===== config.mk =====
export PLATFORM = sky130hd
export DESIGN_NAME = tpll_cfg
export DESIGN_NICKNAME = d
export VERILOG_FILES = /design/src/design/tpll_pkg.sv /design/src/design/tpll_cfg.sv
export SDC_FILE = /design/constraint.sdc
export NUM_CORES = 1
export LEC_CHECK = 0
export ABC_AREA = 1
export BUFFER_PORTS_ARGS = -buffer_cell sky130_fd_sc_hd__buf_2
export CORE_AREA = 2 2 110 112
export DETAILED_ROUTE_END_ITERATION = 6
export DIE_AREA = 0 0 112 114
export PLACE_DENSITY = 0.9
export SYNTH_ARGS = -nofsm -noshare
export SYNTH_HDL_FRONTEND = slang
export SYNTH_SLANG_ARGS = --single-unit

===== constraint.sdc =====
create_clock -name clk -period 1.7 [get_ports clk]
set_clock_uncertainty 0.15 [all_clocks]
set_input_delay 0.51 -clock clk [delete_from_list [all_inputs] [get_ports clk]]
set_output_delay 0.51 -clock clk [all_outputs]
set_load 0.02 [all_outputs]

===== src/design/tpll_pkg.sv =====
// Package of the three-phase grid PLL lock block: state and index codes,
// configuration record, CORDIC angle table and shared widths. No dependencies.
`default_nettype none
package tpll_pkg;

  localparam int SAMPLE_WIDTH_DEF = 16;
  localparam int PHASE_WIDTH_DEF  = 16;
  localparam int COUNT_WIDTH_DEF  = 16;

  localparam int NORM_W     = 16;
  localparam int FREQ_W     = 24;
  localparam int CFG_IDX_W  = 4;
  localparam int CFG_DATA_W = 32;

  typedef enum logic [2:0] {
    ST_STOP  = 3'd0,
    ST_START = 3'd1,
    ST_CONN  = 3'd2,
    ST_RUN   = 3'd3,
    ST_FAULT = 3'd4
  } lock_state_t;

  typedef enum logic [CFG_IDX_W-1:0] {
    CFG_PROP_GAIN   = 4'd0,
    CFG_INT_GAIN    = 4'd1,
    CFG_PHASE_GAIN  = 4'd2,
    CFG_LOCK_TOL    = 4'd3,
    CFG_START_WIN   = 4'd4,
    CFG_RUN_WIN     = 4'd5,
    CFG_START_LIMIT = 4'd6,
    CFG_RUN_LIMIT   = 4'd7
  } cfg_idx_t;

  typedef enum logic [3:0] {
    F_IDLE, F_PRE, F_ROT, F_HALVE, F_SQX, F_SQY, F_ROOT, F_MAG, F_DIVX, F_DIVY, F_DONE
  } front_state_t;

  typedef enum logic [2:0] {
    L_IDLE, L_MUL_I, L_ADD_I, L_MUL_P, L_ADD_P, L_MUL_F, L_COMMIT
  } loop_state_t;

  typedef struct packed {
    logic [15:0] prop_gain;
    logic [15:0] int_gain;
    logic [15:0] phase_gain;
    logic [19:0] lock_tol;
    logic [22:0] start_win;
    logic [22:0] run_win;
    logic [15:0] start_limit;
    logic [15:0] run_limit;
  } pll_cfg_t;

  typedef struct packed {
    logic signed [NORM_W-1:0] xn;
    logic signed [NORM_W-1:0] yn;
  } front_res_t;

  typedef struct packed {
    logic signed [NORM_W-1:0] xn;
    logic signed [NORM_W-1:0] yn;
    logic signed [FREQ_W-1:0] freq;
    lock_state_t              lock;
    lock_state_t              reported;
    logic                     fault;
  } loop_out_t;

  // atan(2^-i) in units of 2^32 per turn.
  function automatic logic [31:0] cordic_angle(input logic [3:0] i);
    logic [31:0] a;
    unique case (i)
      4'd0:  a = 32'h20000000;
      4'd1:  a = 32'h12E4051E;
      4'd2:  a = 32'h09FB385B;
      4'd3:  a = 32'h051111D4;
      4'd4:  a = 32'h028B0D43;
      4'd5:  a = 32'h0145D7E1;
      4'd6:  a = 32'h00A2F61E;
      4'd7:  a = 32'h00517C55;
      4'd8:  a = 32'h0028BE53;
      4'd9:  a = 32'h00145F2F;
      4'd10: a = 32'h000A2F98;
      4'd11: a = 32'h000517CC;
      4'd12: a = 32'h00028BE6;
      4'd13: a = 32'h000145F3;
      4'd14: a = 32'h0000A2FA;
      default: a = 32'h0000517D;
    endcase
    return a;
  endfunction

endpackage
`default_nettype wire


===== src/design/tpll_cfg.sv =====
// Configuration register bank of the grid PLL lock block.
// Depends on tpll_pkg for the register index codes and the record type.
`default_nettype none
module tpll_cfg import tpll_pkg::*; (
  input  wire logic                  clk,
  input  wire logic                  rst_n,
  input  wire logic                  wr_en,
  input  wire logic [CFG_IDX_W-1:0]  wr_index,
  input  wire logic [CFG_DATA_W-1:0] wr_data,
  output pll_cfg_t                   cfg
);

  pll_cfg_t cfg_r;

  always_ff @(posedge clk) begin
    if (!rst_n) begin
      cfg_r.prop_gain   <= 16'd256;
      cfg_r.int_gain    <= 16'd16;
      cfg_r.phase_gain  <= 16'd16;
      cfg_r.lock_tol    <= 20'd1024;
      cfg_r.start_win   <= 23'd524288;
      cfg_r.run_win     <= 23'd524288;
      cfg_r.start_limit <= 16'd1000;
      cfg_r.run_limit   <= 16'd1000;
    end else if (wr_en) begin
      unique case (cfg_idx_t'(wr_index))
        CFG_PROP_GAIN:   cfg_r.prop_gain   <= wr_data[15:0];
        CFG_INT_GAIN:    cfg_r.int_gain    <= wr_data[15:0];
        CFG_PHASE_GAIN:  cfg_r.phase_gain  <= wr_data[15:0];
        CFG_LOCK_TOL:    cfg_r.lock_tol    <= wr_data[19:0];
        CFG_START_WIN:   cfg_r.start_win   <= wr_data[22:0];
        CFG_RUN_WIN:     cfg_r.run_win     <= wr_data[22:0];
        CFG_START_LIMIT: cfg_r.start_limit <= wr_data[15:0];
        CFG_RUN_LIMIT:   cfg_r.run_limit   <= wr_data[15:0];
        default: ;
      endcase
    end
  end

  assign cfg = cfg_r;

endmodule
`default_nettype wire


==> metrics <==
worst setup path category reg2out; initial antenna violation count 0; maximum VDD drop 0.752 mV; DRT antenna net count 0; I/O pin count 185; period utilization 96.7%; Clock Path Buffers 2; Synth cell types 15; Yosys top cell area share 51.1%; cell count after synthesis 841; Total GRT Usage 25.0%; die span in x 112 um; Seq/Total Area, Yosys 51.1%; largest cells by area after synthesis dfxtp_1, nand2_1, nor2_1, inv_1, nand3_1; row count 40; Max Cap Viol 0; slowest stage cell, crit path dfxtp_1; Place WS -0.00969 ns; synthesized area 5720 sq um; Worst-Skew Late Latency 0.41 ns; clock network fraction of total power 49.4%; min cycle time layout 1.64 ns; Fmax achieved 608 MHz; Sw Share 22.6%; DR WL/cell 13.4 um; Final Util 64.5%; synthesis-to-layout area growth 31.9%; total gr overflow 0; clock-pin slew of the registers on the worst-case setup and hold paths 0.06 ns; ys async rst share 0%; worst slew pin tran 0.415 ns; Internal 6.41 mW; RePlAce Congestion 0.818; DPL Wire Length 11,000 um; Top FF cell, synth dfxtp_1; Syn Nets 880; Gate power share 7.9%; largest net degree at the start of global routing 55; Iter 0 DRT Violations 490; Die Height 114 um; post_cts resized 0; final hold violations 0; Min-Delay Path Class in2reg; RSZ-0062 raised after global routing false; slowest stage delay, CP 0.38 ns; drt total wl 15,700 um; final worst slack 0.0561 ns; CP arrival 0.98 ns; Synth Register Bits 146; Die ar. 12,800 sq um; share of cells above drive strength 1 23.3%; iteration count of the initial detailed-routing pass 5; Post-CTS Setup Inserts 0; Yosys top cell by area dfxtp_1; clock sink total 146; Max Transition Viols Final 0; global-route wire length before repair 25,100 um; vias in the first global route 5,095; mean post-synth cell area 6.81 sq um; power per cell area 1100 nW/um^2; Yosys warning total 0; drc violations 0; post-route cell area 7550 sq um; vias per cell 4.78; switching power 1.88 mW; Final Setup Violations 0; CP Cell Sequence buf_2; htree depth 4; CP Data Required Time 1.04 ns; crit start category flip-flop; top-count cell post-synth nand2_1; Crit Path Max Fanout 2; DP Area 6900 sq um; delay-heaviest family, CP flip-flops; Final nets 1,051; status finished clean; Antenna Cells 0; Post-synth EDFFs 0; CTS tree built; Starting Density 48.9%; Post-CTS Hold Buffers 0; CTS buffer count 17; CP Capture Type output pin; Buf+Inv Stages, Crit Path 1; Rel. slew slack 72.3%; max FFs per register 146; Core Area 11,700 sq um; Lkg Pwr 3.96 nW; root buf cell clkbuf_16; IO buf count 175; DR vias 5,598; top cells by count, synth nand2_1, nor2_1, dfxtp_1, inv_1, nand3_1; fillers 1,023; Reg power frac 42.6%
[worst paths after layout]
path	slack, ns	from	endpoint	depth (start not counted)
min	0.19	wr_data[16]	cfg[94]$_SDFFE_PN0P_	3
max	0.06	cfg[126]$_SDFFE_PN0P_	cfg[126]	1
min reg2reg	0.31	cfg[5]$_SDFFE_PN1P_	cfg[5]$_SDFFE_PN1P_	2
max reg2reg	0.89	cfg[85]$_SDFFE_PN0P_	cfg[85]$_SDFFE_PN0P_	4
[power by group through the flow]
stage	clock network [mW]	logic, mW	registers [mW]
after floorplan	0	0.297	3.70
after global placement	0	0.644	3.61
after detailed placement	0	0.657	3.61
after CTS	4.15	0.659	3.54
after global routing	4.31	0.727	3.54
final	4.10	0.658	3.54
[layer usage]
metal / wire [um] / up-vias / track usage [%] / share of wire, %
met4: 519 / 0 / 10.6 / 3.3
met2: 7430 / 230 / 40.6 / 47
met1: 6440 / 2468 / 30.5 / 41
met5: 0 / - / 0 / 0
li1: - / 2863 / - / -
met3: 1350 / 37 / 8.45 / 8.6
[layout make-up]
cell class	count	area [sq um]	area share, %
clock inverter	10	180	2.39
tap	147	184	2.44
inverter	62	233	3.08
timing repair buffer	197	1190	15.8
sequential	146	2920	38.7
clock buffer	21	470	6.23
multi-input combinational	588	2370	31.4
[kinds of logic after synthesis]
family,share of synthesized area [%]
AO/OA/AOI/OAI,0.262
AND/OR/NAND/NOR,41.1
buffers and inverters,7.56
flip-flops,51.1
[stage by stage]
step | power (mW) | hold WS, ns | cells | TNS (ns)
2_1_floorplan | 4.00 | 0.393 | 841 | 0
3_3_place_gp | 4.25 | 0.284 | 1140 | 0
3_5_place_dp | 4.27 | 0.292 | 1140 | -0.0119
4_1_cts | 8.34 | 0.174 | 1171 | 0
5_1_grt | 8.58 | 0.211 | 1171 | 0
6_report | 8.29 | 0.193 | 1171 | 0
[layout by cell type, fill, tap and decap left out]
cell,netlist,layout
buf_12,0,12
buf_2,19,174
buf_4,2,11
bufinv_16,0,5
clkbuf_1,24,1
clkbuf_16,0,17
clkbuf_8,0,3
clkinv_2,0,3
clkinvlp_4,0,2
dfxtp_1,146,146
inv_1,60,60
inv_2,2,2
nand2_1,264,264
nand3_1,36,36
nand3_2,1,1
nand3_4,1,1
nand4_1,17,17
nor2_1,258,258
nor2_2,2,2
nor2_4,6,6
o21ai_0,3,3
Note: power is estimated with default switching activity, not from simulation.
