**src/design/tpll_pkg.sv**
```systemverilog
// Package of the three-phase grid PLL lock block: state and index codes,
// configuration record, CORDIC angle table and shared widths. No dependencies.
`default_nettype none
package tpll_pkg;

  localparam int SAMPLE_WIDTH_DEF = 16;
  localparam int PHASE_WIDTH_DEF  = 16;
  localparam int COUNT_WIDTH_DEF  = 16;

  localparam int NORM_W     = 16;
  localparam int FREQ_W     = 24;
  localparam int CFG_IDX_W  = 4;
  localparam int CFG_DATA_W = 32;

  typedef enum logic [2:0] {
    ST_STOP  = 3'd0,
    ST_START = 3'd1,
    ST_CONN  = 3'd2,
    ST_RUN   = 3'd3,
    ST_FAULT = 3'd4
  } lock_state_t;

  typedef enum logic [CFG_IDX_W-1:0] {
    CFG_PROP_GAIN   = 4'd0,
    CFG_INT_GAIN    = 4'd1,
    CFG_PHASE_GAIN  = 4'd2,
    CFG_LOCK_TOL    = 4'd3,
    CFG_START_WIN   = 4'd4,
    CFG_RUN_WIN     = 4'd5,
    CFG_START_LIMIT = 4'd6,
    CFG_RUN_LIMIT   = 4'd7
  } cfg_idx_t;

  typedef enum logic [3:0] {
    F_IDLE, F_PRE, F_ROT, F_HALVE, F_SQX, F_SQY, F_ROOT, F_MAG, F_DIVX, F_DIVY, F_DONE
  } front_state_t;

  typedef enum logic [2:0] {
    L_IDLE, L_MUL_I, L_ADD_I, L_MUL_P, L_ADD_P, L_MUL_F, L_COMMIT
  } loop_state_t;

  typedef struct packed {
    logic [15:0] prop_gain;
    logic [15:0] int_gain;
    logic [15:0] phase_gain;
    logic [19:0] lock_tol;
    logic [22:0] start_win;
    logic [22:0] run_win;
    logic [15:0] start_limit;
    logic [15:0] run_limit;
  } pll_cfg_t;

  typedef struct packed {
    logic signed [NORM_W-1:0] xn;
    logic signed [NORM_W-1:0] yn;
  } front_res_t;

  typedef struct packed {
    logic signed [NORM_W-1:0] xn;
    logic signed [NORM_W-1:0] yn;
    logic signed [FREQ_W-1:0] freq;
    lock_state_t              lock;
    lock_state_t              reported;
    logic                     fault;
  } loop_out_t;

  // atan(2^-i) in units of 2^32 per turn.
  function automatic logic [31:0] cordic_angle(input logic [3:0] i);
    logic [31:0] a;
    unique case (i)
      4'd0:  a = 32'h20000000;
      4'd1:  a = 32'h12E4051E;
      4'd2:  a = 32'h09FB385B;
      4'd3:  a = 32'h051111D4;
      4'd4:  a = 32'h028B0D43;
      4'd5:  a = 32'h0145D7E1;
      4'd6:  a = 32'h00A2F61E;
      4'd7:  a = 32'h00517C55;
      4'd8:  a = 32'h0028BE53;
      4'd9:  a = 32'h00145F2F;
      4'd10: a = 32'h000A2F98;
      4'd11: a = 32'h000517CC;
      4'd12: a = 32'h00028BE6;
      4'd13: a = 32'h000145F3;
      4'd14: a = 32'h0000A2FA;
      default: a = 32'h0000517D;
    endcase
    return a;
  endfunction

endpackage
`default_nettype wire

```
**src/design/tpll_loop.sv**
```systemverilog
// PI loop filter, phase integrator and lock supervisor of the grid PLL.
// One shared multiplier serves all gain products. Depends on tpll_pkg.
`default_nettype none
module tpll_loop import tpll_pkg::*; #(
  parameter int PHASE_WIDTH = PHASE_WIDTH_DEF,
  parameter int COUNT_WIDTH = COUNT_WIDTH_DEF
) (
  input  wire logic                   clk,
  input  wire logic                   rst_n,
  input  wire logic                   start,
  input  wire front_res_t             front,
  input  wire logic                   running,
  input  wire pll_cfg_t               cfg,
  input  wire logic                   commit_ok,
  output logic                        done,
  output logic [PHASE_WIDTH-1:0]      phase,
  output loop_out_t                   result
);

  localparam int LW = (COUNT_WIDTH > 16) ? COUNT_WIDTH : 16;
  localparam logic signed [43:0] FMAX = 44'sd8388607;
  localparam logic signed [43:0] FMIN = -44'sd8388608;

  loop_state_t state_r, state_nxt;

  logic signed [FREQ_W-1:0]   int_r, int_new_r, freq_new_r;
  logic [PHASE_WIDTH-1:0]     ph_r;
  lock_state_t                ls_r, rep_r;
  logic                       fault_r;
  logic [COUNT_WIDTH-1:0]     smc_r, rmc_r;
  logic signed [NORM_W-1:0]   xn_r, yn_r;
  logic                       run_r;
  logic signed [41:0]         prod_r;

  function automatic logic signed [FREQ_W-1:0] sat_freq(input logic signed [43:0] v);
    logic signed [FREQ_W-1:0] r;
    if (v > FMAX)      r = FMAX[FREQ_W-1:0];
    else if (v < FMIN) r = FMIN[FREQ_W-1:0];
    else               r = v[FREQ_W-1:0];
    return r;
  endfunction

  function automatic logic [COUNT_WIDTH-1:0] cnt_inc(input logic [COUNT_WIDTH-1:0] c);
    return (c == '1) ? c : c + 1'b1;
  endfunction

  function automatic logic outside(input logic signed [FREQ_W-1:0] f, input logic [22:0] w);
    logic signed [FREQ_W:0] ws;
    ws = $signed({2'b00, w});
    return ((FREQ_W+1)'(f) > ws) || ((FREQ_W+1)'(f) < -ws);
  endfunction

  // Shared multiplier operands.
  logic signed [24:0] mul_a;
  logic signed [16:0] mul_b;

  always_comb begin
    mul_a = 25'(yn_r);
    mul_b = $signed({1'b0, cfg.int_gain});
    unique case (state_r)
      L_MUL_P: mul_b = $signed({1'b0, cfg.prop_gain});
      L_MUL_F: begin
        mul_a = 25'(freq_new_r);
        mul_b = $signed({1'b0, cfg.phase_gain});
      end
      default: ;
    endcase
  end

  always_comb begin
    state_nxt = state_r;
    unique case (state_r)
      L_IDLE:   if (start) state_nxt = L_MUL_I;
      L_MUL_I:  state_nxt = L_ADD_I;
      L_ADD_I:  state_nxt = L_MUL_P;
      L_MUL_P:  state_nxt = L_ADD_P;
      L_ADD_P:  state_nxt = L_MUL_F;
      L_MUL_F:  state_nxt = L_COMMIT;
      L_COMMIT: if (commit_ok) state_nxt = L_IDLE;
      default:  state_nxt = L_IDLE;
    endcase
  end

  // Lock supervisor and committed loop state.
  logic signed [FREQ_W:0]   step;
  logic                     step_ok;
  logic [PHASE_WIDTH-1:0]   ph_step;
  lock_state_t              ls_n, rep_n;
  logic                     fault_n;
  logic [COUNT_WIDTH-1:0]   smc_n, rmc_n;
  logic signed [FREQ_W-1:0] int_c, freq_c;
  logic [PHASE_WIDTH-1:0]   ph_c;

  always_comb begin
    step    = (FREQ_W+1)'(int_new_r) - (FREQ_W+1)'(int_r);
    step_ok = (step < $signed({5'b0, cfg.lock_tol})) && (step > -$signed({5'b0, cfg.lock_tol}));
    ph_step = PHASE_WIDTH'(prod_r >>> (36 - PHASE_WIDTH));
    ls_n    = ls_r;
    rep_n   = rep_r;
    fault_n = fault_r;
    smc_n   = smc_r;
    rmc_n   = rmc_r;
    int_c   = int_new_r;
    freq_c  = freq_new_r;
    ph_c    = ph_r + ph_step;
    unique case (ls_r)
      ST_FAULT: ls_n = ST_STOP;
      ST_START: begin
        if (outside(freq_new_r, cfg.start_win)) begin
          if (step_ok) begin
            ls_n = ST_CONN; rep_n = ST_CONN; fault_n = 1'b0; smc_n = '0;
          end else begin
            ls_n = ST_START; rep_n = ST_START; fault_n = 1'b1;
          end
        end else begin
          smc_n = cnt_inc(smc_r);
        end
        if (LW'(smc_n) >= LW'(cfg.start_limit)) begin
          smc_n = '0; ls_n = ST_START; rep_n = ST_START;
        end
      end
      ST_CONN, ST_RUN: begin
        if (outside(freq_new_r, cfg.run_win)) begin
          if (!step_ok) begin
            ls_n = ST_FAULT; rep_n = ST_FAULT; fault_n = 1'b1;
          end else begin
            rep_n = ls_r;
          end
        end else begin
          rmc_n = cnt_inc(rmc_r);
        end
        if (LW'(rmc_n) >= LW'(cfg.run_limit)) begin
          ls_n = ST_FAULT; rep_n = ST_FAULT; rmc_n = '0; fault_n = 1'b1;
        end
        if (ls_r == ST_CONN && run_r) begin
          ls_n = ST_RUN; rep_n = ST_RUN; rmc_n = '0;
        end else if (ls_r == ST_RUN && !run_r) begin
          ls_n = ST_STOP; rep_n = ST_STOP;
        end
      end
      default: begin
        int_c  = '0;
        freq_c = '0;
        ph_c   = '0;
        ls_n   = ST_START;
      end
    endcase
  end

  always_comb begin
    done              = (state_r == L_COMMIT) && commit_ok;
    phase             = ph_r;
    result.xn         = xn_r;
    result.yn         = yn_r;
    result.freq       = freq_c;
    result.lock       = ls_n;
    result.reported   = rep_n;
    result.fault      = fault_n;
  end

  always_ff @(posedge clk) begin
    if (!rst_n) begin
      state_r <= L_IDLE;
      int_r   <= '0;
      ph_r    <= '0;
      ls_r    <= ST_STOP;
      rep_r   <= ST_STOP;
      fault_r <= 1'b0;
      smc_r   <= '0;
      rmc_r   <= '0;
    end else begin
      state_r <= state_nxt;
      if (done) begin
        int_r   <= int_c;
        ph_r    <= ph_c;
        ls_r    <= ls_n;
        rep_r   <= rep_n;
        fault_r <= fault_n;
        smc_r   <= smc_n;
        rmc_r   <= rmc_n;
      end
    end
  end

  always_ff @(posedge clk) begin
    if (state_r == L_IDLE && start) begin
      xn_r  <= front.xn;
      yn_r  <= front.yn;
      run_r <= running;
    end
    // The phase product is held while the commit waits for the output register.
    if (state_r != L_COMMIT)
      prod_r <= mul_a * mul_b;
    if (state_r == L_ADD_I)
      int_new_r <= sat_freq(44'(int_r) + 44'(prod_r >>> 11));
    if (state_r == L_ADD_P)
      freq_new_r <= sat_freq(44'(int_new_r) + 44'(prod_r >>> 3));
  end

endmodule
`default_nettype wire

```
**config.mk**
```make
export PLATFORM = sky130hd
export DESIGN_NAME = tpll_loop
export DESIGN_NICKNAME = d
export VERILOG_FILES = /design/src/design/tpll_pkg.sv /design/src/design/tpll_loop.sv
export SDC_FILE = /design/constraint.sdc
export NUM_CORES = 2
export LEC_CHECK = 0
export BUFFER_PORTS_ARGS = -buffer_cell sky130_fd_sc_hd__buf_2
export CORE_UTILIZATION = 68
export CTS_CLUSTER_SIZE = 30
export DETAILED_ROUTE_END_ITERATION = 8
export PLACE_DENSITY = 0.95
export SKIP_LAST_GASP = 1
export SYNTH_ARGS = -nofsm -noshare
export SYNTH_HDL_FRONTEND = slang
export SYNTH_SLANG_ARGS = --single-unit
export TNS_END_PERCENT = 30
```
**constraint.sdc**
```tcl
create_clock -name clk -period 14.9 [get_ports clk]
set_input_delay 1.49 -clock clk [delete_from_list [all_inputs] [get_ports clk]]
set_output_delay 1.49 -clock clk [all_outputs]
set_load 0.02 [all_outputs]
```
==> impl_metrics.yaml <==
place:
  gp_congestion: 0.977
  portBuffers: 262
  hpwl_um: 76300
  dp.cells: 4566
cts:
  htree_levels: 1
  root_buffer: "clkbuf_16"
  cts_tree: "built"
  ctsHoldBuffers: 0
  post_cts_buffers: 0
  cts_resized: 0
  clkTransAtPathRegs_ns: 0.06
  numCtsBuffers: 26
  clock_latency_ns: 0.58
  cts_max_path_buffers: 3
  clkSinkCount: 202
finish:
  drive_gt1_share_pct: 9.73
  multiInputGateArea_um2: 24900
  area_growth_pct: 8.56
  fillCellCount: 3128
  regArea_um2: 5250
  mostFrequentLayoutCell: "inv_1"
  fin_nets: 4929
  layoutNonFillerInstCount: 4618
  layout_common_cells: "599 x inv_1, 385 x fa_1, 382 x ha_1"
route:
  post-route-drc-count: 1
  drtIter0Drc: 3290
  wl_per_cell_um: 21.4
  drtAntennaViolNets: 0
  wl_um: 98800
  num_vias: 29900
  via_per_inst: 6.47
  firstDrtPassIters: 9
setup_path:
  path_class: "in2out"
  crit_path_max_incr_delay_ns: 0.58
  critPathMaxFanout: 16
  critPathCaptureType: "primary output"
  cp_slowest_cell: "or4_1"
  startpoint_type: "input port"
  reg2reg_depth: 28
  required_ns: 13.41
  crit_path_frequent_cell: "nand2_1"
  worst_ep_arrival_time_ns: 8.54
timing:
  hold_viol: 0
  worst_pin_slew_ns: 1.45
  grt_setup_unrepaired: "false"
  max-slew-margin-rel_pct: 3.24
  drv_slew: 0
  fin_hold_ws_ns: 0.512
  min_period_ns: 10.03
  max_freq_mhz: 99.7
  finalSetupTns_ns: 0
  skew_ns: 0.0507
  period_share_pct: 67.3
  setup_viol: 0
run_status:
  violations: "DRC"
  outcome: "finished, violations left"
synth:
  synth_edf_count: 120
  synth.yosys.seq_area_share_pct: 16.0
  synthFlopType: "edfxtp_1"
  synth_nets: 4723
  ys_ff_latch: 202
  synth_area_per_cell_um2: 8.67
  ys_types: 88
  mappedNetlistArea_um2: 32700
  yosysWarningCount: 0
  synth-async-reset-ratio_pct: 0
  synth_cells: 3773
global_routing:
  use_met2_pct: 65.1
  track_usage_pct: 40.8
  gr-usage-met1_pct: 46.3
  grt_pass1_wl_um: 158000
  grt_overflow_total: 0
  grtUsageMet3_pct: 13.6
  grt-busiest-layer: "met2"
  grt_max_degree: 62
  grt_pass1_vias: 30600
  antenna_found_initial: 10
floorplanning:
  die_h_um: 221
  ios: 263
  start_util_pct: 68.7
  fp-row-count: 80
  core_area_um2: 47600
  fp.dieW_um: 221
  dieArea_um2: 49000
worst_hold_path:
  holdPathStages: 2
  hp-class: "reg2reg"
run:
  max_cap_viol_count: 0
flip-flops by register name (all words and copies together) (netlist names), 3 cells and up:
| name | count |
|---|---|
| freq_new_r | 24 |
| int_new_r | 24 |
| int_r | 24 |
| ls_r | 3 |
| phase | 16 |
| prod_r | 39 |
| rep_r | 3 |
| rmc_r | 16 |
| smc_r | 16 |
| state_r | 3 |
| xn_r | 16 |
| yn_r | 16 |
worst paths after layout:
| check | from | to | slack (ns) |
|---|---|---|---|
| hold / removal | smc_r[6] | smc_r[6] | 0.51 |
| setup / recovery | cfg[59] | result[2] | 4.87 |
| hold reg to reg | smc_r[6] | smc_r[6] | 0.51 |
| setup reg to reg | state_r[0] | prod_r[41] | 4.98 |
stage by stage:
step | util (%) | worst slack (ns) | instance area (µm²)
5_1_grt | 74.6 | 4.32 | 35500
6_report | 74.6 | 4.87 | 35500
3_5_place_dp | 72.7 | 4.94 | 34700
2_1_floorplan | - | 6.29 | 32700
4_1_cts | 74.5 | 4.94 | 35500
3_3_place_gp | 72.7 | 5.22 | 34700
final cells by class:
type                       instances  share of cell area (%)
multi-input combinational       2863                    70.1
tap                              615                    2.17
sequential                       202                    14.8
antenna                            4                  0.0282
clock inverter                    15                   0.440
inverter                         600                    6.34
timing repair buffer             286                    4.20
clock buffer                      33                    1.99
worst max-delay path, delay by kind of cell:
kind,cells,cell delay (ns)
AOI/OAI and AO/OA,11,2.22
xor gates and xnor gates,1,0.11
adders and majority gates,2,0.60
buffers and inverters,2,0.35
muxes,1,0.42
and+or+nand+nor,13,3.33
per-layer routing:
metal	vias to the layer above	share of wire, %	routed length (µm)
met5	-	0.098	97
met4	14	8.3	8200
met3	681	12	12000
met2	2027	46	45000
met1	14000	34	33500
li1	13100	-	-
cells in the mapped netlist, types with 7 or more instances:
master | instances | area, µm²
nor2_1 | 345 | 1290
a21oi_1 | 195 | 976
nand2_1 | 337 | 1260
a221o_1 | 13 | 130
o21ai_0 | 118 | 591
o31ai_1 | 11 | 82.6
o211ai_1 | 17 | 128
o21a_1 | 32 | 240
nor4_1 | 25 | 156
or3_1 | 14 | 87.6
or2_2 | 7 | 43.8
nor2b_1 | 30 | 188
and4_1 | 9 | 78.8
a22oi_1 | 45 | 338
and3_1 | 16 | 100
a22o_1 | 12 | 105
xor2_1 | 59 | 517
a221oi_1 | 12 | 105
a31oi_1 | 19 | 119
o21bai_1 | 15 | 113
nand2b_1 | 30 | 188
nand3_1 | 80 | 400
nand4_1 | 42 | 263
ha_1 | 382 | 4780
a211oi_1 | 17 | 128
dfxtp_1 | 82 | 1640
inv_1 | 600 | 2250
xnor2_1 | 141 | 1230
buf_1 | 11 | 41.3
a21o_1 | 130 | 976
mux2_2 | 19 | 214
fa_1 | 385 | 7710
and2_1 | 56 | 350
mux2i_1 | 16 | 160
edfxtp_1 | 120 | 3600
o21ai_1 | 53 | 265
a41oi_1 | 9 | 78.8
nor3_1 | 53 | 265
clkbuf_1 | 94 | 353
cell families after synthesis:
group	after synthesis	share of synthesized area, %
AOI/OAI and AO/OA	784	15.9
muxes	35	1.14
xor gates and xnor gates	202	5.47
and+or+nand+nor	1074	15.2
adders and majority gates	768	38.2
buffers and inverters	708	8.14
DFF	202	16.0
Power is not shown: default switching activity piles up to over one toggle a cycle in this logic, so the estimate is an artifact.
